### config.mk
export PLATFORM = sky130hd
export DESIGN_NAME = vpya_prep
export DESIGN_NICKNAME = d
export VERILOG_FILES = /design/src/rtl/core/vpya_pkg.sv /design/src/rtl/core/vpya_prep.sv
export SDC_FILE = /design/constraint.sdc
export NUM_CORES = 1
export LEC_CHECK = 0
export BUFFER_PORTS_ARGS = -buffer_cell sky130_fd_sc_hd__clkbuf_2
export CORE_ASPECT_RATIO = 2
export CORE_UTILIZATION = 50
export DETAILED_ROUTE_END_ITERATION = 10
export PLACE_DENSITY = 0.71
export REMOVE_ABC_BUFFERS = 1
export SYNTH_ARGS = -nofsm -noshare
export SYNTH_HDL_FRONTEND = slang
export SYNTH_SLANG_ARGS = --single-unit
### constraint.sdc
create_clock -name clk -period 9.5 [get_ports clk]
set_input_delay 1.9 -clock clk [delete_from_list [all_inputs] [get_ports clk]]
set_output_delay 1.9 -clock clk [all_outputs]
set_load 0.005 [all_outputs]
### src/rtl/core/vpya_pkg.sv
`timescale 1ns / 1ps
// Shared types, constants and arctangent table for the pitch/yaw angle unit.
// No dependencies; every other file in rtl/core imports this package.

package vpya_pkg;

	localparam int COORD_WIDTH  = 24;
	localparam int CORDIC_STEPS = 24;

	// Difference of two coordinates, one bit wider than a coordinate.
	localparam int DIFF_W      = COORD_WIDTH + 1;
	// CORDIC datapath width and the guard shift that places a difference in it.
	localparam int XY_W        = 64;
	localparam int GUARD_SHIFT = 58 - COORD_WIDTH;

	// CORDIC gain in Q24, used to prescale -dz for the pitch pass.
	localparam int          GAIN_FRAC = 24;
	localparam int          GAIN_W    = 26;
	localparam logic [GAIN_W-1:0] GAIN_Q24 = GAIN_W'(27628053);
	localparam int          ZMUL_W    = DIFF_W + 1 + GAIN_W;

	// Binary angle: a full turn is 2^ANG_W.
	localparam int          ANG_W    = 32;
	localparam logic [ANG_W-1:0] ANG_HALF = {1'b1, {(ANG_W-1){1'b0}}};
	localparam int          TAB_LEN  = 32;
	localparam int          SHIFT_W  = $clog2(TAB_LEN);

	// Degree scaling: out = (angle * 360) >> 16.
	localparam int DEG_MUL_W = 9;
	localparam int DEG_FULL  = 360;
	localparam int DEG_FRAC  = 16;
	localparam int PROD_W    = ANG_W + DEG_MUL_W;
	localparam int DEG_W     = PROD_W - DEG_FRAC;
	localparam logic [DEG_W-1:0] DEG_MAX      = DEG_W'(23592959);
	localparam logic [DEG_W-1:0] PITCH_DOWN_V = DEG_W'(90 * 65536);
	localparam logic [DEG_W-1:0] PITCH_UP_V   = DEG_W'(270 * 65536);

	// Total cycles from an accepted request to its done strobe.
	localparam int LATENCY = 2 * CORDIC_STEPS + 3;

	localparam logic [ANG_W-1:0] ATAN_TAB [TAB_LEN] = '{
		32'h20000000, 32'h12E4051D, 32'h09FB385B, 32'h051111D4,
		32'h028B0D43, 32'h0145D7E1, 32'h00A2F61E, 32'h00517C55,
		32'h0028BE53, 32'h00145F2E, 32'h000A2F98, 32'h000517CC,
		32'h00028BE6, 32'h000145F3, 32'h0000A2F9, 32'h0000517C,
		32'h000028BE, 32'h0000145F, 32'h00000A2F, 32'h00000517,
		32'h0000028B, 32'h00000145, 32'h000000A2, 32'h00000051,
		32'h00000028, 32'h00000014, 32'h0000000A, 32'h00000005,
		32'h00000002, 32'h00000001, 32'h00000000, 32'h00000000
	};

	// Data that rides along the cell row untouched by the rotation steps.
	typedef struct packed {
		logic [XY_W-1:0]  zy;    // prescaled -dz, start value of the pitch pass
		logic [ANG_W-1:0] yaw;   // yaw angle, filled in between the two passes
		logic             vert;  // dx and dy both zero
		logic             up;    // dz > 0
	} side_t;

	typedef struct packed {
		logic [XY_W-1:0]  x;
		logic [XY_W-1:0]  y;
		logic [ANG_W-1:0] ang;
		side_t            side;
	} cord_t;

endpackage

### src/rtl/core/vpya_prep.sv
`timescale 1ns / 1ps
// Front end: coordinate differences, then the start vector of the yaw pass
// and the prescaled z term of the pitch pass. Depends on vpya_pkg.

module vpya_prep (
	input  logic                                  clk,
	input  logic                                  arst_n,
	input  logic                                  take,
	input  logic signed [vpya_pkg::COORD_WIDTH-1:0] src_x,
	input  logic signed [vpya_pkg::COORD_WIDTH-1:0] src_y,
	input  logic signed [vpya_pkg::COORD_WIDTH-1:0] src_z,
	input  logic signed [vpya_pkg::COORD_WIDTH-1:0] dst_x,
	input  logic signed [vpya_pkg::COORD_WIDTH-1:0] dst_y,
	input  logic signed [vpya_pkg::COORD_WIDTH-1:0] dst_z,
	output logic                                  head_valid,
	output vpya_pkg::cord_t                       head
);
	import vpya_pkg::*;

	logic                     valid_s1;
	logic signed [DIFF_W-1:0] dx_s1;
	logic signed [DIFF_W-1:0] dy_s1;
	logic signed [DIFF_W-1:0] dz_s1;

	logic signed [XY_W-1:0]   dx_ext;
	logic signed [XY_W-1:0]   dy_ext;
	logic signed [DIFF_W:0]   negz;
	logic signed [GAIN_W-1:0] gain;
	logic signed [ZMUL_W-1:0] zprod;
	cord_t                    start_v;

	logic                     valid_s2;
	cord_t                    data_s2;

	always_ff @(posedge clk or negedge arst_n) begin
		if (!arst_n) begin
			valid_s1 <= 1'b0;
			valid_s2 <= 1'b0;
		end else begin
			valid_s1 <= take;
			valid_s2 <= valid_s1;
		end
	end

	always_ff @(posedge clk) begin
		dx_s1 <= DIFF_W'(dst_x) - DIFF_W'(src_x);
		dy_s1 <= DIFF_W'(dst_y) - DIFF_W'(src_y);
		dz_s1 <= DIFF_W'(dst_z) - DIFF_W'(src_z);
	end

	always_comb begin
		dx_ext = XY_W'(dx_s1) <<< GUARD_SHIFT;
		dy_ext = XY_W'(dy_s1) <<< GUARD_SHIFT;
		negz   = -((DIFF_W + 1)'(dz_s1));
		gain   = $signed(GAIN_Q24);
		zprod  = ZMUL_W'(negz) * ZMUL_W'(gain);

		start_v.side.zy   = XY_W'(zprod) <<< (GUARD_SHIFT - GAIN_FRAC);
		start_v.side.yaw  = '0;
		start_v.side.vert = (dx_s1 == '0) && (dy_s1 == '0);
		start_v.side.up   = (dz_s1 > 0);
		// left half plane: mirror through the origin and start at half a turn
		if (dx_s1[DIFF_W-1]) begin
			start_v.x   = -dx_ext;
			start_v.y   = -dy_ext;
			start_v.ang = ANG_HALF;
		end else begin
			start_v.x   = dx_ext;
			start_v.y   = dy_ext;
			start_v.ang = '0;
		end
	end

	always_ff @(posedge clk) begin
		data_s2 <= start_v;
	end

	assign head_valid = valid_s2;
	assign head       = data_s2;

endmodule

==> summary.txt <==
Status - finished clean
Detailed Route WL - 56.0 mm
DP Cell Count - 3274
Die Height - 299 um
GR Util All Layers - 25.8%
Worst hold path depth - 0
Clk sink count - 192
Largest net degree at the start of global routing - 53
Fillers - 4014
Unique masters post-synth - 73
Share of the synthesized area in the top cell type - 20.1%
HP Start - valid_s1
Syn. warnings - 0
Bufs and invs on worst path - 7
Area leader, netlist - ha_1
Fin cells - 3306
Vias per cell - 5.17
Number of synthesized flops with an enable pin - 0
First-pass GRT wire length - 88.5 mm
Synthesized instance count - 2467
Post-CTS Setup Bufs - 0
Delay-heaviest family, CP - adder cells
Vias in the first global route - 18400
Slew Limit Fails - 0
Max_slew headroom - 40.3%
CP max-delay cell - fa_1
WP data required - 9.85 ns
Residual antenna-violating net count after detailed routing - 0
Die width - 151 um
Initial Util - 50.9%
Full die area - 45100 sq um
GR Overflow Total - 0
Synthesized cell area - 22100 sq um
Drt first pass iters - 5
Crit path time final - 8.40 ns
Final Hold Fails - 0
GP Congestion - 1.00
Count of state elements after synthesis - 192
Syn_area_per_cell - 8.97 sq um
Worst flop-to-flop path endpoint - head[87]
Endpoints failing setup - 0
Cells on worst reg2reg path - 29
Ant. Diodes - 0
Nets - 3446
DRC - 0
Vias - 17100
Sequential area share after synthesis - 17.4%
Core outline area - 43500 sq um
Initial DRC Count - 514
CTS max path bufs - 2
Clock skew - 0.0235 ns
Unrepaired setup endpoints after global routing - no
Synth top area cells - ha_1 20%, fa_1 18%, dfxtp_1 17%
Share of cells above drive strength 1 - 12.8%
Worst path most repeated cell - inv_1
Syn-to-layout area delta - 9.55%
Max Freq - 119 MHz
WS Path Type - reg2reg
Worst-Margin Slew - 0.891 ns
MaxCap Viol Count - 0
Reg2Reg Setup Slack - 1.10 ns
Hpwl dp - 48.5 mm
Average wire per standard cell - 16.9 um
Worst Setup Start Kind - register
Period utilization - 88.4%
Fraction of registers with async set/reset - 1.04%
Port Buffers - 264
Cts hold-fix bufs - 0
Post-CTS Resized - 0
CTS tree - done
Worst r2r src - dz_s1[0]
CTS Buf Count - 17
Clk_lat worst skew - 0.48 ns
Clock slew at reported path FFs - 0.07 ns
FF/Latch Area - 3850 sq um
Area occupied by multi-input gates - 15700 sq um
H-tree depth - 4
Most used DFF post-synth - dfxtp_1
Row cnt - 108
CP max stage delay - 0.63 ns
Endpoint class of the critical path - register
Min-delay worst type - reg2reg
WP data arrival - 8.74 ns
CP max FO - 13
I/O pin total - 406
CTS root buf - clkbuf_16
Initial antenna violation count - 1
Min-Delay Endpoint - head_valid
-- placed cells by master (no fill, tap or decap), types with 6 or more instances in the layout --
| cell | netlist | routed |
|---|---|---|
| a21o_1 | 61 | 61 |
| or2_2 | 10 | 10 |
| nand2b_1 | 28 | 28 |
| nand2_1 | 91 | 91 |
| o21bai_1 | 12 | 12 |
| xnor2_1 | 146 | 145 |
| nor2_1 | 87 | 87 |
| a31o_2 | 6 | 6 |
| or3_1 | 7 | 7 |
| clkbuf_16 | 0 | 17 |
| o21a_1 | 15 | 15 |
| o41ai_1 | 9 | 9 |
| fa_1 | 200 | 200 |
| o21ai_0 | 91 | 91 |
| dfxtp_1 | 190 | 189 |
| a21oi_1 | 124 | 123 |
| o31ai_1 | 27 | 27 |
| nand4_1 | 12 | 12 |
| conb_1 | 1 | 146 |
| or4_1 | 9 | 9 |
| a31oi_1 | 12 | 12 |
| xor2_1 | 70 | 70 |
| nand3_1 | 28 | 28 |
| clkbuf_2 | 0 | 264 |
| a21boi_0 | 10 | 10 |
| a211o_1 | 7 | 7 |
| buf_4 | 146 | 22 |
| nor2b_1 | 24 | 24 |
| nor4_1 | 11 | 11 |
| inv_1 | 513 | 513 |
| and2_1 | 10 | 10 |
| and3_1 | 12 | 12 |
| a211oi_1 | 11 | 11 |
| nor3_1 | 27 | 27 |
| ha_1 | 356 | 356 |
-- worst max path at each step --
stage             start  slack, ns  cells after the start       end
6_report       dz_s1[0]       1.10                     29  head[87]
5_1_grt        dz_s1[0]       0.55                     29  head[89]
4_1_cts        dz_s1[0]       1.10                     29  head[89]
3_5_place_dp   dz_s1[0]       1.12                     29  head[89]
3_3_place_gp   dz_s1[0]       1.26                     29  head[89]
2_1_floorplan  dz_s1[0]      -0.29                     20  head[87]
-- layer usage --
metal | up-vias | GRT usage, % | part of all wire (%)
li1 | 8277 | - | -
met1 | 8179 | 19.8 | 30
met2 | 459 | 53.6 | 59
met3 | 167 | 4.26 | 3.8
met4 | 2 | 18.8 | 7.6
met5 | - | 0 | 0.023
-- metrics by stage --
step	setup slack [ns]	util (%)	hold WS (ns)	area, sq um	TNS (ns)
2_1_floorplan	-0.289	-	0.331	21500	-1.87
3_3_place_gp	1.26	54.4	0.346	23700	0
3_5_place_dp	1.12	54.4	0.343	23700	0
4_1_cts	1.10	55.7	0.370	24200	0
5_1_grt	0.554	55.7	0.371	24200	0
6_report	1.10	55.7	0.368	24200	0
-- synthesized netlist by cell type (4+ instances only) --
library cell / instances
nor4_1: 11
nor2b_1: 24
ha_1: 356
o211ai_1: 5
nand2_1: 91
a31oi_1: 12
nor2_1: 87
xor2_1: 70
a221oi_1: 5
o31a_1: 5
dfxtp_1: 190
a41oi_1: 4
o311ai_0: 4
and3_1: 12
a31o_2: 6
buf_4: 146
a211oi_1: 11
inv_1: 513
o21bai_1: 12
or3_1: 7
clkbuf_1: 23
xnor2_1: 146
nand3_1: 28
fa_1: 200
mux2i_1: 4
o2111ai_1: 5
o21a_1: 15
a21boi_0: 10
nor3_1: 27
o41ai_1: 9
a21o_1: 61
or4_1: 9
nand2b_1: 28
o21ai_0: 91
a211o_1: 7
a21oi_1: 124
nand4_1: 12
and2_1: 10
or2_2: 10
o31ai_1: 27
-- flip-flops by register name, indices dropped and copies added, names as in the netlist --
| signal | cells |
|---|---|
| head_valid | 1 |
| dz_s1 | 25 |
| valid_s1 | 1 |
| dx_s1 | 25 |
| dy_s1 | 25 |
| head | 115 |
-- final cells by class --
class	instances	area share, %
timing repair buffer	286	6.13
clock buffer	18	1.77
multi-input combinational	1733	64.8
clock inverter	14	0.609
sequential	192	15.9
inverter	513	7.94
tap	550	2.84
-- worst register-to-register path, delay by kind of cell, from the launching register on --
family / cells / cell delay (ns)
DFF: 1 / 0.45
AOI/OAI and AO/OA: 9 / 1.71
adders and majority gates: 9 / 3.88
buffers and inverters: 7 / 0.69
and+or+nand+nor: 3 / 1.06
xor gates and xnor gates: 1 / 0.51
-- kinds of logic (layout without fill, tap and decap cells) --
group	after synthesis	count (layout)	synth area share, %
adder cells (fa/ha/maj)	558	558	38.3
flip-flops	192	192	17.4
buffers and inverters	687	831	14.1
multiplexers	6	6	0.300
AND/OR/NAND/NOR	378	378	8.75
XOR/XNOR	216	216	8.55
AO/OA/AOI/OAI	429	429	12.5
other	1	146	0.0169
Power is left out: the tool's default activity adds up to more than one toggle a clock period on the data nets, which glitch-free logic cannot reach.
