[src/rtl/core/vpya_pkg.sv]
`timescale 1ns / 1ps
// Shared types, constants and arctangent table for the pitch/yaw angle unit.
// No dependencies; every other file in rtl/core imports this package.

package vpya_pkg;

	localparam int COORD_WIDTH  = 24;
	localparam int CORDIC_STEPS = 24;

	// Difference of two coordinates, one bit wider than a coordinate.
	localparam int DIFF_W      = COORD_WIDTH + 1;
	// CORDIC datapath width and the guard shift that places a difference in it.
	localparam int XY_W        = 64;
	localparam int GUARD_SHIFT = 58 - COORD_WIDTH;

	// CORDIC gain in Q24, used to prescale -dz for the pitch pass.
	localparam int          GAIN_FRAC = 24;
	localparam int          GAIN_W    = 26;
	localparam logic [GAIN_W-1:0] GAIN_Q24 = GAIN_W'(27628053);
	localparam int          ZMUL_W    = DIFF_W + 1 + GAIN_W;

	// Binary angle: a full turn is 2^ANG_W.
	localparam int          ANG_W    = 32;
	localparam logic [ANG_W-1:0] ANG_HALF = {1'b1, {(ANG_W-1){1'b0}}};
	localparam int          TAB_LEN  = 32;
	localparam int          SHIFT_W  = $clog2(TAB_LEN);

	// Degree scaling: out = (angle * 360) >> 16.
	localparam int DEG_MUL_W = 9;
	localparam int DEG_FULL  = 360;
	localparam int DEG_FRAC  = 16;
	localparam int PROD_W    = ANG_W + DEG_MUL_W;
	localparam int DEG_W     = PROD_W - DEG_FRAC;
	localparam logic [DEG_W-1:0] DEG_MAX      = DEG_W'(23592959);
	localparam logic [DEG_W-1:0] PITCH_DOWN_V = DEG_W'(90 * 65536);
	localparam logic [DEG_W-1:0] PITCH_UP_V   = DEG_W'(270 * 65536);

	// Total cycles from an accepted request to its done strobe.
	localparam int LATENCY = 2 * CORDIC_STEPS + 3;

	localparam logic [ANG_W-1:0] ATAN_TAB [TAB_LEN] = '{
		32'h20000000, 32'h12E4051D, 32'h09FB385B, 32'h051111D4,
		32'h028B0D43, 32'h0145D7E1, 32'h00A2F61E, 32'h00517C55,
		32'h0028BE53, 32'h00145F2E, 32'h000A2F98, 32'h000517CC,
		32'h00028BE6, 32'h000145F3, 32'h0000A2F9, 32'h0000517C,
		32'h000028BE, 32'h0000145F, 32'h00000A2F, 32'h00000517,
		32'h0000028B, 32'h00000145, 32'h000000A2, 32'h00000051,
		32'h00000028, 32'h00000014, 32'h0000000A, 32'h00000005,
		32'h00000002, 32'h00000001, 32'h00000000, 32'h00000000
	};

	// Data that rides along the cell row untouched by the rotation steps.
	typedef struct packed {
		logic [XY_W-1:0]  zy;    // prescaled -dz, start value of the pitch pass
		logic [ANG_W-1:0] yaw;   // yaw angle, filled in between the two passes
		logic             vert;  // dx and dy both zero
		logic             up;    // dz > 0
	} side_t;

	typedef struct packed {
		logic [XY_W-1:0]  x;
		logic [XY_W-1:0]  y;
		logic [ANG_W-1:0] ang;
		side_t            side;
	} cord_t;

endpackage

[src/rtl/core/vpya_cell.sv]
`timescale 1ns / 1ps
// One CORDIC vectoring step with its output register; cells are chained in a row.
// Depends on vpya_pkg for the cord_t payload type.

module vpya_cell (
	input  logic                           clk,
	input  logic                           arst_n,
	input  logic [vpya_pkg::SHIFT_W-1:0]   shift,
	input  logic [vpya_pkg::ANG_W-1:0]     atan,
	input  logic                           feed_valid,
	input  vpya_pkg::cord_t                feed,
	output logic                           pass_valid,
	output vpya_pkg::cord_t                pass
);
	import vpya_pkg::*;

	logic [XY_W-1:0] xs;
	logic [XY_W-1:0] ys;
	cord_t           step;
	logic            valid_s1;
	cord_t           data_s1;

	always_comb begin
		xs   = $signed(feed.x) >>> shift;
		ys   = $signed(feed.y) >>> shift;
		step = feed;
		// rotate toward the x axis, direction set by the sign of y
		if (feed.y[XY_W-1]) begin
			step.x   = feed.x - ys;
			step.y   = feed.y + xs;
			step.ang = feed.ang - atan;
		end else begin
			step.x   = feed.x + ys;
			step.y   = feed.y - xs;
			step.ang = feed.ang + atan;
		end
	end

	always_ff @(posedge clk or negedge arst_n) begin
		if (!arst_n) begin
			valid_s1 <= 1'b0;
		end else begin
			valid_s1 <= feed_valid;
		end
	end

	always_ff @(posedge clk) begin
		data_s1 <= step;
	end

	assign pass_valid = valid_s1;
	assign pass       = data_s1;

endmodule

[config.mk]
export PLATFORM = sky130hd
export DESIGN_NAME = vpya_cell
export DESIGN_NICKNAME = d
export VERILOG_FILES = /design/src/rtl/core/vpya_pkg.sv /design/src/rtl/core/vpya_cell.sv
export SDC_FILE = /design/constraint.sdc
export NUM_CORES = 1
export LEC_CHECK = 0
export BUFFER_PORTS_ARGS = -buffer_cell sky130_fd_sc_hd__buf_2
export CAP_MARGIN = 20
export CELL_PAD_IN_SITES_DETAIL_PLACEMENT = 2
export CELL_PAD_IN_SITES_GLOBAL_PLACEMENT = 2
export CORE_UTILIZATION = 37
export DETAILED_ROUTE_END_ITERATION = 10
export HOLD_SLACK_MARGIN = 0.05
export PLACE_DENSITY = 0.91
export SLEW_MARGIN = 20
export SYNTH_ARGS = -nofsm -noshare
export SYNTH_HDL_FRONTEND = slang
export SYNTH_SLANG_ARGS = --single-unit
[constraint.sdc]
create_clock -name clk -period 0.8 [get_ports clk]
set_input_delay 0.04 -clock clk [delete_from_list [all_inputs] [get_ports clk]]
set_output_delay 0.04 -clock clk [all_outputs]
set_load 0.03 [all_outputs]
==> report_table.html, run 1 <==
<table>
<tr><th>Metric</th><th>Value</th></tr>
<tr><th colspan="2">Synth</th></tr>
<tr><td>Fraction of registers with async set/reset</td><td>0.386%</td></tr>
<tr><td>Synthesized netlist net count</td><td>3556</td></tr>
<tr><td>Synth Area per Inst</td><td>8.86 sq um</td></tr>
<tr><td>Share of the yosys chip area belonging to registers</td><td>19.0%</td></tr>
<tr><td>Number of standard cells after synthesis</td><td>3081</td></tr>
<tr><td>Number of enable-type register cells in the synthesized netlist</td><td>0</td></tr>
<tr><td>Total standard cell area after synthesis</td><td>27300 sq um</td></tr>
<tr><td>Post-synth cell types</td><td>95</td></tr>
<tr><td>Warning count from the yosys run</td><td>0</td></tr>
<tr><td>Total of flip-flops plus latches after synthesis</td><td>259</td></tr>
<tr><td>Dominant synthesized flop cell</td><td>dfxtp_1</td></tr>
<tr><th colspan="2">Die</th></tr>
<tr><td>Starting density of the core</td><td>37.4%</td></tr>
<tr><td>Floorplan die width</td><td>274 um</td></tr>
<tr><td>Placement Rows</td><td>99</td></tr>
<tr><td>Top-level I/O count</td><td>557</td></tr>
<tr><td>Die Ht</td><td>274 um</td></tr>
<tr><th colspan="2">Placed design</th></tr>
<tr><td>Post-detail-place hpwl</td><td>216000 um</td></tr>
<tr><td>Port bufs</td><td>556</td></tr>
<tr><td>RD Place Congestion</td><td>1.16</td></tr>
<tr><th colspan="2">Outcome</th></tr>
<tr><td>Status</td><td>did not finish</td></tr>
<tr><td>First Error</td><td>[ERROR DPL-0033] detailed placement checks failed during check placement.</td></tr>
<tr><td>Last stage the flow got to</td><td>detailed placement (3_5_place_dp)</td></tr>
</table>
[metrics by stage]
step              TNS, ns  cell area [sq um]  hold WS [ns]  setup slack [ns]  instances
global placement  -621.58              41400        -0.138             -5.32       5782
floorplan         -544.29              27900        -0.256             -5.02       3081
[synthesized netlist by cell type (7+ instances only)]
| library cell | count | area [sq um] |
|---|---|---|
| a21oi_1 | 274 | 1370 |
| dfxtp_1 | 258 | 5160 |
| nand2_1 | 248 | 931 |
| nor2_1 | 237 | 890 |
| mux4_2 | 200 | 4500 |
| xnor2_1 | 177 | 1550 |
| ha_1 | 174 | 2180 |
| mux2i_1 | 132 | 1320 |
| o21ai_0 | 130 | 651 |
| xor2_1 | 110 | 963 |
| a21o_1 | 95 | 713 |
| clkbuf_1 | 82 | 308 |
| inv_1 | 68 | 255 |
| a31oi_1 | 63 | 394 |
| mux2_2 | 53 | 597 |
| nor3_1 | 52 | 260 |
| nand3_1 | 50 | 250 |
| buf_2 | 41 | 205 |
| a211oi_1 | 40 | 300 |
| and3_1 | 40 | 250 |
| o22ai_1 | 37 | 231 |
| nor2b_1 | 33 | 206 |
| o21bai_1 | 33 | 248 |
| buf_1 | 32 | 120 |
| nand4_1 | 32 | 200 |
| and2_1 | 30 | 188 |
| nand2b_1 | 27 | 169 |
| o21a_1 | 26 | 195 |
| o211ai_1 | 18 | 135 |
| or3_1 | 17 | 106 |
| a221oi_1 | 15 | 131 |
| o31ai_1 | 15 | 113 |
| a21boi_0 | 14 | 105 |
| a22oi_1 | 11 | 82.6 |
| buf_4 | 11 | 82.6 |
| o221ai_1 | 11 | 96.3 |
| a41oi_1 | 10 | 87.6 |
| buf_6 | 10 | 113 |
| nor4_1 | 10 | 62.6 |
| and4_1 | 9 | 78.8 |
| or2_2 | 9 | 56.3 |
| nor3b_1 | 8 | 60.1 |
| a311oi_1 | 7 | 61.3 |
[cells by family after synthesis]
family / Yosys count / synth area share [%]
AOI/OAI and AO/OA: 883 / 20.9
xor gates and xnor gates: 287 / 9.21
adders and majority gates: 177 / 8.20
buffers and inverters: 248 / 4.07
DFF: 259 / 19.0
muxes: 386 / 23.6
and+or+nand+nor: 841 / 15.0
==> run 2: changes to the inputs <==
Settings changed: CELL_PAD_IN_SITES_DETAIL_PLACEMENT 2 to not set, CELL_PAD_IN_SITES_GLOBAL_PLACEMENT 2 to not set, CORE_UTILIZATION 37 to 40, HOLD_SLACK_MARGIN 0.05 to not set, PLACE_DENSITY 0.91 to not set, PLACE_DENSITY_LB_ADDON set to 0.15.
==> report_table.html, run 2 <==
<table>
<tr><th>Metric</th><th>Value</th></tr>
<tr><th colspan="2">Worst setup path</th></tr>
<tr><td>Critical path type</td><td>input pin to flop</td></tr>
<tr><td>Most frequent CP cell</td><td>buf_6</td></tr>
<tr><td>CP required</td><td>1.34 ns</td></tr>
<tr><td>Delay of the slowest cell on the worst path</td><td>0.59 ns</td></tr>
<tr><td>Slowest stage cell on the critical path</td><td>mux4_2</td></tr>
<tr><td>Arrival time of data at the critical path endpoint</td><td>5.79 ns</td></tr>
<tr><td>Startpoint types</td><td>input pin</td></tr>
<tr><td>CP endpoint kind</td><td>flop</td></tr>
<tr><td>Top fanout value on the critical path</td><td>7</td></tr>
<tr><th colspan="2">Synth</th></tr>
<tr><td>Number of standard cells after synthesis</td><td>3081 (unchanged)</td></tr>
<tr><td>Synth Area per Inst</td><td>8.86 sq um (unchanged)</td></tr>
<tr><td>Dominant synthesized flop cell</td><td>dfxtp_1</td></tr>
<tr><td>Number of enable-type register cells in the synthesized netlist</td><td>0 (unchanged)</td></tr>
<tr><td>Top post-synthesis cells by count</td><td>a21oi_1, dfxtp_1, nand2_1</td></tr>
<tr><td>Most repeated cell in the gate-level netlist after synthesis</td><td>a21oi_1</td></tr>
<tr><td>Total of flip-flops plus latches after synthesis</td><td>259 (unchanged)</td></tr>
<tr><td>Fraction of registers with async set/reset</td><td>0.386% (unchanged)</td></tr>
<tr><td>Post-synth cell types</td><td>95 (unchanged)</td></tr>
<tr><td>Synth top area share</td><td>18.9% (unchanged)</td></tr>
<tr><td>Leading cell types by total area after synthesis</td><td>dfxtp_1, mux4_2, ha_1</td></tr>
<tr><td>Share of the yosys chip area belonging to registers</td><td>19.0% (unchanged)</td></tr>
<tr><td>Largest area contributor in the netlist</td><td>dfxtp_1</td></tr>
<tr><td>Synthesized netlist net count</td><td>3556 (unchanged)</td></tr>
<tr><td>Total standard cell area after synthesis</td><td>27300 sq um (unchanged)</td></tr>
<tr><td>Warning count from the yosys run</td><td>0 (unchanged)</td></tr>
<tr><th colspan="2">Finish</th></tr>
<tr><td>Most common cell after layout, fill and taps aside</td><td>buf_4</td></tr>
<tr><td>Fillers</td><td>5261</td></tr>
<tr><td>Number of nets in the layout</td><td>5665</td></tr>
<tr><td>Multi-input gate area in the final layout</td><td>23900 sq um</td></tr>
<tr><td>Post-layout util</td><td>71.8%</td></tr>
<tr><td>Sequential cell area</td><td>5190 sq um</td></tr>
<tr><td>Largest register FFs</td><td>258</td></tr>
<tr><td>Finished Cell Area</td><td>48400 sq um</td></tr>
<tr><td>Cell Count, Final, Fillers Out</td><td>6097</td></tr>
<tr><td>Most frequent cells in the layout</td><td>buf_4, buf_2, dfxtp_1, nand2_1, nor2_1</td></tr>
<tr><td>Proportion of layout cells with a drive suffix above 1</td><td>56.0%</td></tr>
<tr><td>Area overhead of the layout relative to synthesis</td><td>77.3%</td></tr>
<tr><th colspan="2">Outcome</th></tr>
<tr><td>Violations in the final reports</td><td>hold timing, setup timing</td></tr>
<tr><td>Status</td><td>finished, violations left</td></tr>
<tr><th colspan="2">Min path</th></tr>
<tr><td>Min-delay worst type</td><td>input pin to flop</td></tr>
<tr><th colspan="2">Route</th></tr>
<tr><td>Total Routed Length</td><td>138000 um</td></tr>
<tr><td>Antenna-violating nets left</td><td>0</td></tr>
<tr><td>Per-cell via count in the routed design</td><td>5.71</td></tr>
<tr><td>Routed wire length per instance</td><td>22.7 um</td></tr>
<tr><td>Final routed DRC violation total</td><td>0</td></tr>
<tr><td>First-pass iteration count of the detailed router</td><td>5</td></tr>
<tr><td>Total number of vias</td><td>34800</td></tr>
<tr><td>Number of DRC violations after detailed-routing iteration 0</td><td>3421</td></tr>
<tr><th colspan="2">Pwr</th></tr>
<tr><td>Relative contribution of combinational cells to total power</td><td>66.4%</td></tr>
<tr><td>Leakage dissipation</td><td>22.6 nW</td></tr>
<tr><td>Cell area power density</td><td>1970 nW/um^2</td></tr>
<tr><td>Share of power burned in the clock network</td><td>15.0%</td></tr>
<tr><td>Switching power share of the total</td><td>42.7%</td></tr>
<tr><td>Total internal power</td><td>54.6 mW</td></tr>
<tr><td>Maximum VDD drop</td><td>0.00247 V</td></tr>
<tr><td>Fraction of power consumed by sequential logic</td><td>18.7%</td></tr>
<tr><td>PnR Total Power</td><td>95.4 mW</td></tr>
<tr><td>Net switching power of the design</td><td>40.7 mW</td></tr>
<tr><th colspan="2">STA</th></tr>
<tr><td>Hold Vio Cnt, Final</td><td>32</td></tr>
<tr><td>RSZ-0062 raised after global routing</td><td>true</td></tr>
<tr><td>Peak Freq</td><td>191 MHz</td></tr>
<tr><td>Final Max Slew Viols</td><td>0</td></tr>
<tr><td>Total setup violations reported at the end of the flow</td><td>418</td></tr>
<tr><td>Fin crit period</td><td>5.24 ns</td></tr>
<tr><td>Setup WS post-layout</td><td>-4.44 ns</td></tr>
<tr><td>Tightest slew margin relative to the limit</td><td>42.8%</td></tr>
<tr><td>Sum of negative setup slack</td><td>-588.05 ns</td></tr>
<tr><td>Worst Tran Pin Value</td><td>0.858 ns</td></tr>
<tr><td>Hold slack final</td><td>-0.196 ns</td></tr>
<tr><td>Share of the clock period used by the worst path after layout</td><td>656%</td></tr>
<tr><th colspan="2">Die</th></tr>
<tr><td>Die Ht</td><td>263 um (-3.8%)</td></tr>
<tr><td>Die area</td><td>69300 sq um</td></tr>
<tr><td>Area of the core</td><td>67400 sq um</td></tr>
<tr><td>Placement Rows</td><td>95 (-4.0%)</td></tr>
<tr><td>Starting density of the core</td><td>40.5% (+3.1 points)</td></tr>
<tr><td>Floorplan die width</td><td>263 um (-3.8%)</td></tr>
<tr><td>Top-level I/O count</td><td>557 (unchanged)</td></tr>
<tr><th colspan="2">Placed design</th></tr>
<tr><td>Post-detail-place hpwl</td><td>106000 um (-51%)</td></tr>
<tr><td>RD Place Congestion</td><td>1.03 (-11%)</td></tr>
<tr><td>Cell Area, Placed</td><td>41900 sq um</td></tr>
<tr><td>Placement Setup Slack</td><td>-5.41 ns</td></tr>
<tr><td>Placed Instances</td><td>5786</td></tr>
<tr><td>Port bufs</td><td>556 (unchanged)</td></tr>
<tr><th colspan="2">Global routing</th></tr>
<tr><td>Global-route wire length before repair</td><td>202000 um</td></tr>
<tr><td>Global-route usage over all layers</td><td>37.6%</td></tr>
<tr><td>Number of antenna violations at the first check in global routing</td><td>18</td></tr>
<tr><td>Number of global-route vias before repair</td><td>34000</td></tr>
<tr><td>Largest net degree at the start of global routing</td><td>69</td></tr>
<tr><td>Final global-route overflow total</td><td>0</td></tr>
<tr><th colspan="2">Clocking</th></tr>
<tr><td>Clk buf depth</td><td>3</td></tr>
<tr><td>Clock edge transition at the registers on the reported setup and hold paths</td><td>0.07 ns</td></tr>
<tr><td>Clock sink count</td><td>259</td></tr>
<tr><td>Total of hold buffers inserted after clock tree synthesis</td><td>107</td></tr>
<tr><td>Number of buffers inserted during clock tree synthesis</td><td>29</td></tr>
<tr><td>Clock root cell</td><td>clkbuf_16</td></tr>
<tr><td>Clock tree from TritonCTS</td><td>done</td></tr>
<tr><td>Max H-tree Level</td><td>1</td></tr>
<tr><th colspan="2">Job</th></tr>
<tr><td>Number of violations of the max-capacitance limit</td><td>0</td></tr>
</table>
==> run 2: path summary, 6_finish.rpt <==
kind,cells past startpoint,from,slack (ns),to
min,3,feed[130],-0.20,pass[130]$_DFF_P_
max in group asynchronous,3,arst_n,0.33,pass_valid$_DFF_PN0_
max,29,shift[0],-4.44,pass[250]$_DFF_P_
min in group asynchronous,3,arst_n,0.35,pass_valid$_DFF_PN0_
==> run 2: power groups by stage <==
stage	logic, mW	clock network, mW	registers (mW)
2_1_floorplan	21.3	0	26.1
3_3_place_gp	54.3	0	18.0
3_5_place_dp	54.4	0	18.0
4_1_cts	59.2	14.6	17.8
5_1_grt	66.7	15.0	18.2
6_report	63.3	14.3	17.8
==> run 2: final cells by class <==
class / instances / share of cell area [%]
inverters: 71 / 0.577
multi-input cells: 2574 / 49.4
diodes: 13 / 0.0672
repair buffers: 2255 / 34.9
flip-flops and latches: 259 / 10.7
clock buffers: 35 / 1.61
well taps: 873 / 2.26
clock inverters: 17 / 0.473
==> run 2: metal layers <==
metal | global-route usage [%] | up-vias | share of wire (%)
met5 | 0 | - | 0.050
met2 | 61.5 | 1808 | 46
met3 | 7.31 | 393 | 9.2
met1 | 48.6 | 16700 | 40
li1 | - | 15900 | -
met4 | 14.8 | 12 | 4.7
==> run 2: critical path: cells and delay by family <==
kind / cells / cell delay (ns)
compound gates: 11 / 1.76
mux: 2 / 0.82
buf+inv: 9 / 1.15
simple gates: 4 / 1.43
fa+ha+maj: 1 / 0.29
xor+xnor: 2 / 0.25
==> run 2: repair_timing <==
item	in CTS	in global routing
gates resized for setup	382	268
hold endpoints to repair	140	31
setup endpoints to repair	418	418
buffers inserted	88	63
gates cloned	10	2
pin swaps	111	164
==> run 2: kinds of logic (layout without fill, tap and decap cells) <==
family                   count (synthesis)  after routing  share of synthesized area [%]
adder cells (fa/ha/maj)                177            177                           8.20
flip-flops                             259            259                           19.0
AO/OA/AOI/OAI                          883            883                           20.9
buffers and inverters                  248           2378                           4.07
other                                    0             13                              0
multiplexers                           386            386                           23.6
AND/OR/NAND/NOR                        841            841                           15.0
XOR/XNOR                               287            287                           9.21
(Power assumes the default switching activity.)
